File: src/hdl/json_token_lexer_top_defines.svh
// Assertion macros for the JSON token lexer RTL.
`ifndef JSON_TOKEN_LEXER_TOP_DEFINES_SVH
`define JSON_TOKEN_LEXER_TOP_DEFINES_SVH

// Implication in the same cycle, checked out of reset.
`define JTL_ASSERT_SAME(lbl, ante, cons) \
    lbl: assert property (@(posedge clk) disable iff (!rst_n) (ante) |-> (cons)) \
        else $error("jtl assertion failed");

// Implication in the next cycle, checked out of reset.
`define JTL_ASSERT_NEXT(lbl, ante, cons) \
    lbl: assert property (@(posedge clk) disable iff (!rst_n) (ante) |=> (cons)) \
        else $error("jtl assertion failed");

`endif

File: src/hdl/jtl_pkg.sv
// Types and constants for the JSON token lexer.
package jtl_pkg;

    typedef struct packed {
        logic [7:0] in_byte;
        logic       stream_end;
    } jtl_in_t;

    typedef struct packed {
        logic [3:0] token_kind;
        logic [7:0] value_byte;
        logic       has_byte;
        logic       bool_value;
        logic       token_end;
        logic [1:0] status;
        logic       result_last;
    } jtl_res_t;

    // Lexer modes
    localparam logic [1:0] MODE_IDLE = 2'd0;
    localparam logic [1:0] MODE_STR  = 2'd1;
    localparam logic [1:0] MODE_NUM  = 2'd2;
    localparam logic [1:0] MODE_SKIP = 2'd3;

    // Token kinds
    localparam logic [3:0] K_CURLY_OPEN  = 4'd0;
    localparam logic [3:0] K_CURLY_CLOSE = 4'd1;
    localparam logic [3:0] K_COLON       = 4'd2;
    localparam logic [3:0] K_NUMBER      = 4'd3;
    localparam logic [3:0] K_STRING      = 4'd4;
    localparam logic [3:0] K_LIST_OPEN   = 4'd5;
    localparam logic [3:0] K_LIST_CLOSE  = 4'd6;
    localparam logic [3:0] K_COMMA       = 4'd7;
    localparam logic [3:0] K_BOOL        = 4'd8;
    localparam logic [3:0] K_NULL        = 4'd9;
    localparam logic [3:0] K_UNKNOWN     = 4'd10;

    // Status codes
    localparam logic [1:0] ST_OK       = 2'd0;
    localparam logic [1:0] ST_END_WS   = 2'd1;
    localparam logic [1:0] ST_END_STR  = 2'd2;

    // Characters
    localparam logic [7:0] CH_QUOTE  = 8'h22;
    localparam logic [7:0] CH_LCURLY = 8'h7B;
    localparam logic [7:0] CH_RCURLY = 8'h7D;
    localparam logic [7:0] CH_MINUS  = 8'h2D;
    localparam logic [7:0] CH_DOT    = 8'h2E;
    localparam logic [7:0] CH_LBRACK = 8'h5B;
    localparam logic [7:0] CH_RBRACK = 8'h5D;
    localparam logic [7:0] CH_COLON  = 8'h3A;
    localparam logic [7:0] CH_COMMA  = 8'h2C;
    localparam logic [7:0] CH_TAB    = 8'h09;
    localparam logic [7:0] CH_LF     = 8'h0A;
    localparam logic [7:0] CH_SPACE  = 8'h20;
    localparam logic [7:0] CH_ZERO   = 8'h30;
    localparam logic [7:0] CH_NINE   = 8'h39;
    localparam logic [7:0] CH_T      = 8'h74;
    localparam logic [7:0] CH_F      = 8'h66;
    localparam logic [7:0] CH_N      = 8'h6E;

    // Bytes swallowed after the first letter of a literal
    localparam logic [2:0] SKIP_TRUE_NULL = 3'd3;
    localparam logic [2:0] SKIP_FALSE     = 3'd4;

    // Result queue sizing
    localparam int QDEPTH = 4;
    localparam int QAW    = $clog2(QDEPTH);

endpackage

File: src/hdl/json_token_lexer_top.sv
// JSON token lexer top level: state registers, decoder and result queue.
//
// Usage:
//  - item channel (item_valid/item_ready/item) carries one byte of JSON text
//    per transaction, with stream_end set on the final byte of a text.
//  - token channel (token_valid/token_ready/token) carries result items; one
//    byte gives zero, one or two results, the last marked by result_last.
//  - Results are registered: token shows the head of the result queue.
//  - Throughput: one byte per cycle while each byte gives at most one result
//    and the receiver keeps up. A byte that gives two results fills the
//    four-entry result queue one step faster than it drains; item_ready
//    drops whenever fewer than two entries are free.
//  - Receiver stall: results wait in the queue, the head held stable on
//    token; item_ready falls once the queue cannot take two more.
//  - Reset: lexer returns to idle between tokens, skip count clears, queue
//    empties. After a byte with stream_end the lexer is idle again, so the
//    next byte starts a new text.
module json_token_lexer_top
    import jtl_pkg::*;
(
    input  logic     clk,
    input  logic     rst_n,
    input  logic     item_valid,
    output logic     item_ready,
    input  jtl_in_t  item,
    output logic     token_valid,
    input  logic     token_ready,
    output jtl_res_t token
);

`include "json_token_lexer_top_defines.svh"

    logic [1:0] mode_reg, mode_next;
    logic [2:0] skip_reg, skip_next;
    logic [1:0] res_cnt;
    jtl_res_t   res0, res1;
    logic       accept;
    logic       room2;

    assign item_ready = room2;
    assign accept     = item_valid && item_ready;

    // Decode the incoming byte against the current lexer state
    jtl_decode u_decode
    (
        .mode      (mode_reg),
        .skip      (skip_reg),
        .item      (item),
        .mode_next (mode_next),
        .skip_next (skip_next),
        .res_cnt   (res_cnt),
        .res0      (res0),
        .res1      (res1)
    );

    // Hold results until the receiver takes them
    jtl_queue u_queue
    (
        .clk         (clk),
        .rst_n       (rst_n),
        .push_cnt    (accept ? res_cnt : 2'd0),
        .push0       (res0),
        .push1       (res1),
        .room2       (room2),
        .token_valid (token_valid),
        .token_ready (token_ready),
        .token       (token)
    );

    // Advance lexer state only on an accepted transaction
    always_ff @(posedge clk or negedge rst_n)
    begin
        if (!rst_n)
        begin
            mode_reg <= MODE_IDLE;
            skip_reg <= 3'd0;
        end
        else if (accept)
        begin
            mode_reg <= mode_next;
            skip_reg <= skip_next;
        end
    end

    // Skipping always has bytes left to swallow
    `JTL_ASSERT_SAME(a_skip_nonzero, mode_reg == MODE_SKIP, skip_reg != 3'd0)
    // Outside skipping the count stays clear
    `JTL_ASSERT_SAME(a_skip_clear, mode_reg != MODE_SKIP, skip_reg == 3'd0)
    // The final byte of a text leaves the lexer idle
    `JTL_ASSERT_NEXT(a_end_idle, accept && item.stream_end,
                     mode_reg == MODE_IDLE && skip_reg == 3'd0)

endmodule

File: src/hdl/jtl_decode.sv
// Single-pass byte decoder: next lexer state and up to two results.
module jtl_decode
    import jtl_pkg::*;
(
    input  logic [1:0] mode,
    input  logic [2:0] skip,
    input  jtl_in_t    item,
    output logic [1:0] mode_next,
    output logic [2:0] skip_next,
    output logic [1:0] res_cnt,
    output jtl_res_t   res0,
    output jtl_res_t   res1
);

    typedef struct packed {
        logic       emit;
        jtl_res_t   res;
        logic [1:0] mode;
        logic [2:0] skip;
    } idle_out_t;

    function automatic jtl_res_t mk(input logic [3:0] kind, input logic [7:0] val,
                                    input logic has, input logic bv,
                                    input logic tend, input logic [1:0] st);
        jtl_res_t r;
        r.token_kind  = kind;
        r.value_byte  = val;
        r.has_byte    = has;
        r.bool_value  = bv;
        r.token_end   = tend;
        r.status      = st;
        r.result_last = 1'b0;
        return r;
    endfunction

    // Handle a byte met between tokens
    function automatic idle_out_t idle_step(input logic [7:0] c, input logic fin);
        idle_out_t o;
        o.emit = 1'b1;
        o.mode = MODE_IDLE;
        o.skip = 3'd0;
        o.res  = mk(K_UNKNOWN, 8'd0, 1'b0, 1'b0, 1'b1, ST_OK);
        if (c inside {CH_SPACE, CH_TAB, CH_LF})
        begin
            o.emit = fin;
            o.res  = mk(K_CURLY_OPEN, 8'd0, 1'b0, 1'b0, 1'b0, ST_END_WS);
        end
        else if (c == CH_QUOTE)
        begin
            o.emit = fin;
            o.res  = mk(K_CURLY_OPEN, 8'd0, 1'b0, 1'b0, 1'b0, ST_END_STR);
            o.mode = fin ? MODE_IDLE : MODE_STR;
        end
        else if (c inside {CH_MINUS, [CH_ZERO:CH_NINE]})
        begin
            o.res  = mk(K_NUMBER, c, 1'b1, 1'b0, fin, ST_OK);
            o.mode = fin ? MODE_IDLE : MODE_NUM;
        end
        else
        begin
            case (c)
                CH_LCURLY: o.res.token_kind = K_CURLY_OPEN;
                CH_RCURLY: o.res.token_kind = K_CURLY_CLOSE;
                CH_LBRACK: o.res.token_kind = K_LIST_OPEN;
                CH_RBRACK: o.res.token_kind = K_LIST_CLOSE;
                CH_COLON:  o.res.token_kind = K_COLON;
                CH_COMMA:  o.res.token_kind = K_COMMA;
                CH_T:
                begin
                    o.res.token_kind = K_BOOL;
                    o.res.bool_value = 1'b1;
                    o.mode           = MODE_SKIP;
                    o.skip           = SKIP_TRUE_NULL;
                end
                CH_F:
                begin
                    o.res.token_kind = K_BOOL;
                    o.mode           = MODE_SKIP;
                    o.skip           = SKIP_FALSE;
                end
                CH_N:
                begin
                    o.res.token_kind = K_NULL;
                    o.mode           = MODE_SKIP;
                    o.skip           = SKIP_TRUE_NULL;
                end
                default: o.res.token_kind = K_UNKNOWN;
            endcase
        end
        return o;
    endfunction

    idle_out_t idle_o;
    logic [7:0] c;
    logic       fin;

    assign c   = item.in_byte;
    assign fin = item.stream_end;
    assign idle_o = idle_step(c, fin);

    always_comb
    begin
        mode_next = mode;
        skip_next = skip;
        res_cnt   = 2'd0;
        res0      = mk(K_CURLY_OPEN, 8'd0, 1'b0, 1'b0, 1'b0, ST_OK);
        res1      = mk(K_CURLY_OPEN, 8'd0, 1'b0, 1'b0, 1'b0, ST_END_STR);
        case (mode)
            MODE_STR:
            begin
                if (c == CH_QUOTE)
                begin
                    res0      = mk(K_STRING, 8'd0, 1'b0, 1'b0, 1'b1, ST_OK);
                    res_cnt   = 2'd1;
                    mode_next = MODE_IDLE;
                end
                else
                begin
                    res0    = mk(K_STRING, c, 1'b1, 1'b0, 1'b0, ST_OK);
                    res_cnt = fin ? 2'd2 : 2'd1;
                end
            end
            MODE_NUM:
            begin
                if (c inside {CH_MINUS, CH_DOT, [CH_ZERO:CH_NINE]})
                begin
                    res0    = mk(K_NUMBER, c, 1'b1, 1'b0, fin, ST_OK);
                    res_cnt = 2'd1;
                end
                else
                begin
                    // close the number, then treat the byte as fresh
                    res0      = mk(K_NUMBER, 8'd0, 1'b0, 1'b0, 1'b1, ST_OK);
                    res1      = idle_o.res;
                    res_cnt   = idle_o.emit ? 2'd2 : 2'd1;
                    mode_next = idle_o.mode;
                    skip_next = idle_o.skip;
                end
            end
            MODE_SKIP:
            begin
                if (skip > 3'd1)
                begin
                    skip_next = skip - 3'd1;
                end
                else
                begin
                    skip_next = 3'd0;
                    mode_next = MODE_IDLE;
                end
            end
            default:
            begin
                res0      = idle_o.res;
                res_cnt   = {1'b0, idle_o.emit};
                mode_next = idle_o.mode;
                skip_next = idle_o.skip;
            end
        endcase
        if (fin)
        begin
            mode_next = MODE_IDLE;
            skip_next = 3'd0;
        end
        res0.result_last = (res_cnt == 2'd1);
        res1.result_last = 1'b1;
    end

endmodule

File: src/hdl/jtl_queue.sv
// Small result queue: takes up to two results a cycle, delivers one.
module jtl_queue
    import jtl_pkg::*;
(
    input  logic       clk,
    input  logic       rst_n,
    input  logic [1:0] push_cnt,
    input  jtl_res_t   push0,
    input  jtl_res_t   push1,
    output logic       room2,
    output logic       token_valid,
    input  logic       token_ready,
    output jtl_res_t   token
);

    jtl_res_t          mem [QDEPTH];
    logic [QAW-1:0]    wr_ptr_reg, wr_ptr_next;
    logic [QAW-1:0]    rd_ptr_reg, rd_ptr_next;
    logic [QAW:0]      count_reg, count_next;
    logic              pop;
    logic [QAW-1:0]    wr_ptr_p1;

    assign pop         = token_valid && token_ready;
    assign token_valid = (count_reg != '0);
    assign token       = mem[rd_ptr_reg];
    assign room2       = (count_reg <= (QAW+1)'(QDEPTH - 2));
    assign wr_ptr_p1   = wr_ptr_reg + QAW'(1);

    always_comb
    begin
        wr_ptr_next = wr_ptr_reg + QAW'(push_cnt);
        rd_ptr_next = rd_ptr_reg + QAW'(pop);
        count_next  = count_reg + (QAW+1)'(push_cnt) - (QAW+1)'(pop);
    end

    always_ff @(posedge clk or negedge rst_n)
    begin
        if (!rst_n)
        begin
            wr_ptr_reg <= '0;
            rd_ptr_reg <= '0;
            count_reg  <= '0;
        end
        else
        begin
            wr_ptr_reg <= wr_ptr_next;
            rd_ptr_reg <= rd_ptr_next;
            count_reg  <= count_next;
        end
    end

    always_ff @(posedge clk)
    begin
        if (push_cnt != 2'd0)
        begin
            mem[wr_ptr_reg] <= push0;
        end
        if (push_cnt == 2'd2)
        begin
            mem[wr_ptr_p1] <= push1;
        end
    end

endmodule

File: config.mk
export PLATFORM = sky130hd
export DESIGN_NAME = json_token_lexer_top
export DESIGN_NICKNAME = d
export VERILOG_FILES = /design/src/hdl/jtl_pkg.sv /design/src/hdl/json_token_lexer_top.sv /design/src/hdl/jtl_decode.sv /design/src/hdl/jtl_queue.sv
export VERILOG_INCLUDE_DIRS = /design/src /design/src/hdl
export SDC_FILE = /design/constraint.sdc
export NUM_CORES = 1
export LEC_CHECK = 0
export BUFFER_PORTS_ARGS = -buffer_cell sky130_fd_sc_hd__buf_2
export CAP_MARGIN = 25
export CORE_MARGIN = 2
export CORE_UTILIZATION = 36
export CTS_CLUSTER_SIZE = 16
export DETAILED_ROUTE_END_ITERATION = 12
export PLACE_DENSITY = 0.55
export SETUP_SLACK_MARGIN = 0.05
export SLEW_MARGIN = 15
export SYNTH_ARGS = -nofsm -noshare
export SYNTH_HDL_FRONTEND = slang
export SYNTH_SLANG_ARGS = --single-unit
File: constraint.sdc
create_clock -name clk -period 3.45 [get_ports clk]
set_clock_uncertainty 0.05 [all_clocks]
set_input_delay 0.345 -clock clk [delete_from_list [all_inputs] [get_ports clk]]
set_output_delay 0.345 -clock clk [all_outputs]
set_load 0.1 [all_outputs]
After elaboration in Yosys (flattened, before gate mapping)
Memories as Yosys holds them, arrays and structs flattened.
Index checks and enable logic that the tools add are counted.
W data, S select, Z words.
{ "word_totals": {"register_bits": 12, "mem_bits_rw": 72, "inputBits": 13, "output_inout_bits": 20, "wordCells": 92, "memories": 1} }
{ "op_classes": {"addsub": 6, "order_cmp": 4, "n_eq_ne": 24, "muxes": 40, "reduce_logical": 12} }
{ "memory_table": {"columns": ["memory", "words", "word_bits", "read_ports", "rd_clocked_by_memory_dff", "wr", "line", "source"], "rows": [
  ["u_queue.mem", 4, 18, 1, 0, 2, "jtl_queue.sv:16", "jtl_res_t mem [QDEPTH];"]
]} }
{ "op_table": {"columns": ["cell", "count"], "rows": [
  ["$eq A8 B7 Y1 const B", 7],
  ["$pmux W18 S3", 1],
  ["$eq A8 B6 Y1 const B", 6],
  ["$mux W18", 2],
  ["$pmux W4 S8", 1],
  ["$mux W14", 2],
  ["$mux W2", 11],
  ["$mux W20", 1],
  ["$mux W19", 1],
  ["$eq A8 B4 Y1 const B", 2],
  ["$mux W3", 5],
  ["$pmux W2 S3", 2],
  ["$pmux W5 S2", 1],
  ["$mux W9", 1],
  ["$pmux W3 S3", 1],
  ["$reduce_bool A3 Y1", 3],
  ["$ge A8 B6 Y1 const B", 1],
  ["$le A8 B6 Y1 const B", 1],
  ["$mux W1", 8],
  ["$mux W4", 2],
  ["$eq A2 B2 Y1 const B", 3],
  ["$ne A3 B3 Y1 const B", 2],
  ["$mux W5", 1],
  ["$eq A2 B1 Y1 const B", 2],
  ["other kinds (15)", 19]
]} }

Longest topological paths before layout
Gate-level depths: netlist of the first run.
{ "logic_depth": {"ltp_word": 13, "depth_mapped": 13, "ltp_nobuf": 12} }

Cells and area by module
Synthesis of the first run repeated with hierarchy kept, for this count alone.
{ "hier_totals": {"cells_unflattened": 381, "hier_area_um2": 5114.9} }
{ "modules_own_cells": {"columns": ["module", "instances", "cells_each", "area_per_inst_um2", "seq_area_each_um2"], "rows": [
  ["jtl_queue", 1, 215, 3962.6, 2337.2],
  ["jtl_decode", 1, 153, 949.7, 0.0],
  ["json_token_lexer_top", 1, 13, 202.7, 125.1]
]} }

Worst setup path after synthesis of the first run
Ideal clock, no wire load.
{ "synth_path": {"path_type": "reg2reg", "start": "reg u_queue.count_reg[1]", "end": "mem u_queue.mem[2][10] (netlist bit), enable pin", "arrival_ns": 4.423, "required_ns": 2.985, "slack_ns": -1.437, "path_stages_with_launch": 6, "n_path_buf": 0, "synth_period_minus_slack_ns": 4.887, "path_cell_list": "dfrtp_1 > a21oi_1 > nand2_1 > o31ai_2 > inv_2 > o21ai_0"} }
{ "synth_rtl": {"columns": ["item", "line", "source"], "rows": [
  ["start: declaration", "jtl_queue.sv:19", "logic [QAW:0] count_reg, count_next;"],
  ["start signal: assignment", "jtl_queue.sv:48", "count_reg <= count_next;"],
  ["end: declaration", "jtl_queue.sv:16", null]
]} }

Worst setup path after layout of the first run
{ "layout_path": {"start": "in item[3] (netlist bit)", "end": "reg u_queue.count_reg[2]"} }
{ "layout_via": {"elab_chain_cells": 9, "elab_cells_between_ends": 20, "classes_between": "add/sub: 2; order compare: 2; eq/ne: 6; mux: 7; reduce/logical: 3"} }
{ "layout_rtl": {"columns": ["item", "line", "source"], "rows": [
  ["start: declaration", "json_token_lexer_top.sv:25", "input jtl_in_t item,"],
  ["branches (longest 5 deep; another with $ge A8 B6 Y1)", null, null],
  ["$pmux W2 S3 (*)", "jtl_decode.sv:108", "case (mode)"],
  ["$mux W2 (*)", "json_token_lexer_top.sv:61", ".push_cnt (accept ? res_cnt : 2'd0),"],
  ["$add A3 B2 Y3 (*)", "jtl_queue.sv:33", "count_next = count_reg + (QAW+1)'(push_cnt) - (QAW+1)'(pop);"],
  ["$sub A3 B1 Y3 (*)", "jtl_queue.sv:33", null],
  ["named net u_queue.count_next[2]", "jtl_queue.sv:19", null]
]} }
Mark *: on every way through the listed nets, which the timed path passes.
A chain may end at the register's enable or synchronous reset.

==> impl_metrics.tcl, run 1 <==
set metrics [dict create \
    critical_path_class "in2reg" \
    drt-wirelength-per-cell_um 18.9 \
    largest_register_ffs 72 \
    cellPowerDensity_nw_per_um2 886 \
    synth_area_leader_cell "edfxtp_1" \
    area_delta_synth_final_pct 15.0 \
    yosys.cell_count.top_type "edfxtp_1" \
    period_minus_slack_ns 3.05 \
    final_cell_area_um2 5390 \
    asyncSetResetFlopFracSynth 0.143 \
    synth.lib_cells_used.distinct 65 \
    chipHeight_um 118 \
    yosysWarnings 0 \
    crit_path_cell_trace "buf_2 -> nor4_2 -> nand2_1 -> o31a_1 -> o21ai_2 -> ha_1 -> inv_1 -> ha_1 -> inv_1 -> fa_1 -> xor2_1 -> xnor2_1" \
    synth_area_leaders "edfxtp_1 44%, mux4_2 8.6%, dfrtp_1 6.4%" \
    antenna_cells_inserted 0 \
    main_combinational_cell_family_by_area_after_synthesis "simple AND/OR/NAND/NOR gates" \
    clk_latency_ns 0.34 \
    run_status "completed" \
    synth_edf_count 68 \
    max-cap-violations 0 \
    timing.critical_path.slowest_stage_cell "nor4_2" \
    ir_drop_uv 511 \
    netlist_area_before_placement_um2 4690 \
    fin_worst_hold_slack_ns 0.324 \
    yosys.area_share.adder 0.0203 \
    layout-drive-gt1-share 0.195 \
    period_share 0.884 \
    min-delay-path-class "in2reg" \
    routed_wirelength_mm 12.0 \
    gr-total-overflow 0 \
    global_route.usage.total 0.178 \
    placeableCoreArea_um2 12700 \
    fmax_mhz 328 \
    drt_iter0_markers 223 \
    timing.hold.worst_path_depth 3 \
    dr_total_vias 3573 \
    cts_max_level 3 \
    max_slew.worst_pin.slew_ns 0.963 \
    compound_gate_fraction_of_synth_area 0.159 \
    fp.dieArea_um2 13900 \
    boundaryPins 33 \
    critPathArrivalTime_ns 3.23 \
    setup.worst_path.start_class "input port" \
    critPathMaxFanout 8 \
    cts.clk_slew.worst_paths_ns 0.06 \
    slew-limit-headroom 0.358 \
    final-max-slew-violation-count 0 \
    antenna_violations_before_repair 0 \
    rows 41 \
    dpl.cell_count 621 \
    layout.nets 481 \
    grt_setup_unrepaired "no" \
    final_core_util 0.425 \
    final_cells 638 \
    viasPerCell 5.60 \
    horiz_die_dim_um 118 \
    critPathRequiredTime_ns 3.63 \
    initial_utilization 0.370 \
    grt_max_degree 20 \
    synth_simple_gate_area_share 0.167 \
    final.setup.tns_ns 0 \
    clock_tree.root_cell "clkbuf_16" \
    global_route_wire_length_before_repair_mm 19.3 \
    postSynthCellCount 426 \
    post_synth_xor_area_fraction 0.0131 \
    seq_area_frac_synth 0.517 \
    finalWeightedCongestion 0.878 \
    dp_hpwl_mm 8.78 \
    route.detailed.drc 0 \
    post-cts-setup-buffer-count 0 \
    vias_in_the_first_global_route 3503 \
    clock_sink_count 84 \
    critical-path-max-stage-delay_ns 0.57 \
    tritoncts "done" \
    yosys-top-cells-count "68 x edfxtp_1, 63 x nor2_1, 42 x nand2_1" \
    ys_seq_elements 84 \
    reg2regPathDepth 8 \
    capturing_element_type_of_the_critical_path "flop" \
    postSynth.topFlopCell "edfxtp_1" \
    numPortBuffers 32 \
    yosys-mux-area-fraction 0.0932 \
    finalSetupViolations 0 \
    synth_fp_nets 446 \
    cts-buffers-inserted 9 \
    timing.final.hold_violations 0 \
    detailed_place.area_um2 5090 \
    first_pass_iters 5 \
    synth.top_cell.area_share 0.436 \
    syn_avg_cell_area_um2 11.0 \
    power.leakage_nw 1.85 \
    cts-root-to-sink-buffers 2 \
    route.antenna.remaining_nets 0 \
]
-- worst paths after layout --
path | from | to | slack, ns
max | item[3] | u_queue.count_reg[2]$_DFF_PN0_ | 0.40
min | token_ready | u_queue.rd_ptr_reg[0]$_DFF_PN0_ | 0.32
max reg2reg | mode_reg[0]$_DFFE_PN0P_ | u_queue.count_reg[2]$_DFF_PN0_ | 0.71
min reg2reg | u_queue.mem[3][0]$_SDFFE_PP1P_ | u_queue.mem[3][0]$_SDFFE_PP1P_ | 0.42
max in group asynchronous | rst_n | mode_reg[1]$_DFFE_PN0P_ | 2.77
min in group asynchronous | rst_n | u_queue.wr_ptr_reg[1]$_DFF_PN0_ | 0.36
-- worst max-delay path: cells and delay by family --
| family | cells | cell delay [ns] |
|---|---|---|
| AO/OA/AOI/OAI | 2 | 0.71 |
| XOR/XNOR | 2 | 0.28 |
| adder cells (fa/ha/maj) | 3 | 0.80 |
| buffers and inverters | 3 | 0.25 |
| AND/OR/NAND/NOR | 2 | 0.82 |
-- where the power goes --
group / leakage (nW) / internal [mW] / switching, mW
sequential: 0.820 / 1.28 / 0.162
clock: 0.140 / 0.561 / 0.388
combinational: 0.889 / 0.555 / 1.83
-- per-layer routing --
layer | up-vias | global-route usage | share of wire
met5 | - | 0 | 0
met4 | 0 | 0.0610 | 0.017
met3 | 20 | 0.0266 | 0.042
met2 | 105 | 0.304 | 0.49
met1 | 1740 | 0.230 | 0.45
li1 | 1708 | - | -
-- area by class of cell --
cell class,count,area (µm²)
inverters,14,52.6
clock buffers,10,229
flip-flops and latches,84,2420
multi-input cells,305,2130
well taps,172,215
clock inverters,6,63.8
repair buffers,47,275
fillers,1253,7280
-- logic make-up (layout without fill, tap and decap cells) --
logic type               Yosys count  after routing
buffers and inverters             37             77
adder cells (fa/ha/maj)            7              7
XOR/XNOR                           7              7
flip-flops                        84             84
AND/OR/NAND/NOR                  164            164
AO/OA/AOI/OAI                    106            106
multiplexers                      21             21
-- through the flow --
stage	setup slack [ns]	power [mW]
finish	0.400	4.78
global placement	0.188	3.84
global route	0.210	4.98
detailed placement	0.0588	3.86
CTS	0.404	4.81
floorplan	0.149	3.40
-- timing repair --
| action | in CTS | in global routing |
|---|---|---|
| endpoints found under the hold margin | 12 | 0 |
| hold buffers | 1 | 0 |
| resized for setup | 0 | 0 |
-- layout by cell type (no fill, tap or decap), types with 5 or more instances in the layout --
cell | Yosys | layout
inv_1 | 12 | 12
o2bb2ai_1 | 5 | 5
edfxtp_1 | 68 | 68
buf_4 | 0 | 14
mux4_2 | 18 | 18
ha_1 | 6 | 6
o32ai_1 | 7 | 7
and3_1 | 10 | 10
o22ai_1 | 7 | 7
nor3_1 | 5 | 5
clkbuf_16 | 0 | 9
buf_2 | 4 | 32
nor2_1 | 63 | 63
a21oi_1 | 26 | 25
nand3_1 | 10 | 10
nand2_1 | 42 | 42
nand2b_1 | 7 | 7
o21ai_0 | 18 | 16
dfrtp_1 | 12 | 12
Power figures use the tool's default switching activity.
==> run 2: changes to the inputs <==
CTS_CLUSTER_SIZE = default   (was 16)
REMOVE_ABC_BUFFERS = 1   (was default)
==> run 2 against run 1 <==
  * Critical path depth increased by 1
  * Critical endpoint unchanged
  * Maximum frequency increased by 3.2%
  * Largest power group unchanged
  * Register-to-register slack got worse by 0.16 ns
  * Global-route usage increased by 0.54 points
  * Via count increased by 1.8%
  * Sequential power about the same
  * Flip-flop and latch count unchanged
  * Die area unchanged
  * Final area decreased by 0.14%
==> impl_metrics.tcl, run 2 (synthesis gave the netlist of run 1 again) <==
set metrics [dict create \
    run_status "completed" \
    power_mw 4.78 \
    cellPowerDensity_nw_per_um2 887 \
    ctsResizeCount 0 \
    critical_path_class "in2reg" \
    min-delay-path-class "in2reg" \
    fmax_mhz 338 \
    critPathRequiredTime_ns 3.63 \
    setup_ws_ns 0.494 \
    route.detailed.drc 0 \
    viasPerCell 5.70 \
    routed_wirelength_mm 12.4 \
    clock_tree.root_cell "clkbuf_16" \
    cell_internal_pwr_mw 2.39 \
    final_common_cell "edfxtp_1" \
    placeableCoreArea_um2 12700 \
    cts.clk_slew.worst_paths_ns 0.06 \
    pwr-share-clk 0.201 \
    power.sequential.fraction 0.300 \
    route.antenna.remaining_nets 0 \
    reg2regPathDepth 8 \
    cts-root-to-sink-buffers 2 \
    area_delta_synth_final_pct 14.8 \
    final_cells 638 \
    r2r-start "mode_reg[1]$_DFFE_PN0P_" \
    antenna_violations_before_repair 0 \
    hp-start "token_ready" \
    initial_utilization 0.370 \
    chipHeight_um 118 \
    reg2reg_setup_slack_ns 0.55 \
    fp.dieArea_um2 13900 \
    power.leakage_nw 1.85 \
    p_sw_mw 2.38 \
    finalSetupViolations 0 \
    netSwitchingFraction 0.499 \
    gr-total-overflow 0 \
    power.combinational.fraction 0.499 \
    vias_in_the_first_global_route 3493 \
    period_minus_slack_ns 2.96 \
    timing.hold.worst_path_depth 3 \
    layout.nets 482 \
    global_route.usage.total 0.183 \
    first_pass_iters 5 \
    critPathArrivalTime_ns 3.14 \
    timing.final.hold_violations 0 \
    layout-drive-gt1-share 0.195 \
    max_slew.worst_pin.slew_ns 0.929 \
    grt_max_degree 20 \
    global_route_wire_length_before_repair_mm 19.5 \
    layout.cells.most_common_list "68 x edfxtp_1, 63 x nor2_1, 42 x nand2_1, 32 x buf_2, 26 x a21oi_1" \
    tritoncts "done" \
    cts-buffers-inserted 9 \
    final.setup.tns_ns 0 \
    final-max-slew-violation-count 0 \
    largest_register_ffs 72 \
    antenna_cells_inserted 0 \
    horiz_die_dim_um 118 \
    grt_setup_unrepaired "no" \
    finalWeightedCongestion 0.913 \
    clk_latency_ns 0.35 \
    preCtsSetupSlack_ns 0.173 \
    dp_hpwl_mm 8.89 \
    numPortBuffers 32 \
    critPathMaxFanout 7 \
    min_delay_worst_endpoint "u_queue.rd_ptr_reg[0]$_DFF_PN0_" \
    slew-limit-headroom 0.380 \
    clock_sink_count 84 \
    rows 41 \
    dpl.cell_count 622 \
    boundaryPins 33 \
    ir_drop_uv 590 \
    setup.worst_path.start_class "input port" \
    max-cap-violations 0 \
    period_share 0.857 \
    reg2reg_to "u_queue.count_reg[2]$_DFF_PN0_" \
    dr_total_vias 3636 \
    cts_max_level 3 \
    drt-wirelength-per-cell_um 19.5 \
    capturing_element_type_of_the_critical_path "flop" \
    drt_iter0_markers 359 \
]
## run 2: cell types whose count changed in the layout (fill, tap and decap cells not counted), sizes merged
cell / previous run / this run
buf: 46 / 47
clkinv: 4 / 3
clkbuf: 10 / 9
inv: 14 / 15
## run 2: metal layers
| layer | routed length (µm) | GRT usage | part of all wire | vias up |
|---|---|---|---|---|
| li1 | - | - | - | 1695 |
| met1 | 5610 | 0.256 | 0.45 | 1781 |
| met2 | 5800 | 0.275 | 0.47 | 136 |
| met3 | 694 | 0.0417 | 0.056 | 24 |
| met4 | 314 | 0.0753 | 0.025 | 0 |
| met5 | 0 | 0 | 0 | - |
## run 2: what timing repair did
action	in CTS	in global routing
hold buffers	1	0
hold endpoints to repair	12	0
buffers inserted	0	0
## run 2: cell type report
| cell class | count | area (µm²) |
|---|---|---|
| Clock buffer | 9 | 225 |
| Clock inverter | 6 | 63.8 |
| Fill cell | 1217 | 7290 |
| Inverter | 14 | 52.6 |
| Multi-Input combinational cell | 305 | 2120 |
| Sequential cell | 84 | 2420 |
| Tap cell | 172 | 215 |
| Timing Repair Buffer | 48 | 283 |
## run 2: power by group through the flow
stage / Clock [mW] / Sequential (mW) / Combinational (mW)
4_1_cts: 0.979 / 1.44 / 2.39
3_3_place_gp: 0 / 1.45 / 2.39
3_5_place_dp: 0 / 1.46 / 2.39
5_1_grt: 1.02 / 1.46 / 2.52
6_report: 0.958 / 1.43 / 2.38
2_1_floorplan: 0 / 1.45 / 1.88
## run 2: worst max path at each step
stage                                    from                              to
3_3_place_gp                          item[3]  u_queue.count_reg[2]$_DFF_PN0_
4_1_cts                               item[3]  u_queue.count_reg[2]$_DFF_PN0_
2_1_floorplan  u_queue.count_reg[1]$_DFF_PN0_    u_queue.mem[0][10]$_DFFE_PP_
3_5_place_dp                          item[3]  u_queue.count_reg[2]$_DFF_PN0_
6_report                              item[3]  u_queue.count_reg[2]$_DFF_PN0_
5_1_grt                               item[3]  u_queue.count_reg[2]$_DFF_PN0_
## run 2: stage by stage
stage               cell area [µm²]  hold WS, ns  utilization
finish                         5380        0.347        0.425
global route                   5380        0.367        0.425
CTS                            5380        0.352        0.425
detailed placement             5080        0.197        0.401
global placement               5080        0.192        0.401
floorplan                      4600    -0.000591            -
## run 2: worst max-delay path, stage by stage
cell and delay, ns:
buf_2 0.14, nor4_2 0.57, nand3_1 0.19, a31oi_1 0.20
o31a_1 0.32, o21ai_2 0.17, ha_1 0.33, inv_1 0.05
ha_1 0.13, inv_1 0.05, fa_1 0.37, xor2_1 0.16
xnor2_1 0.12
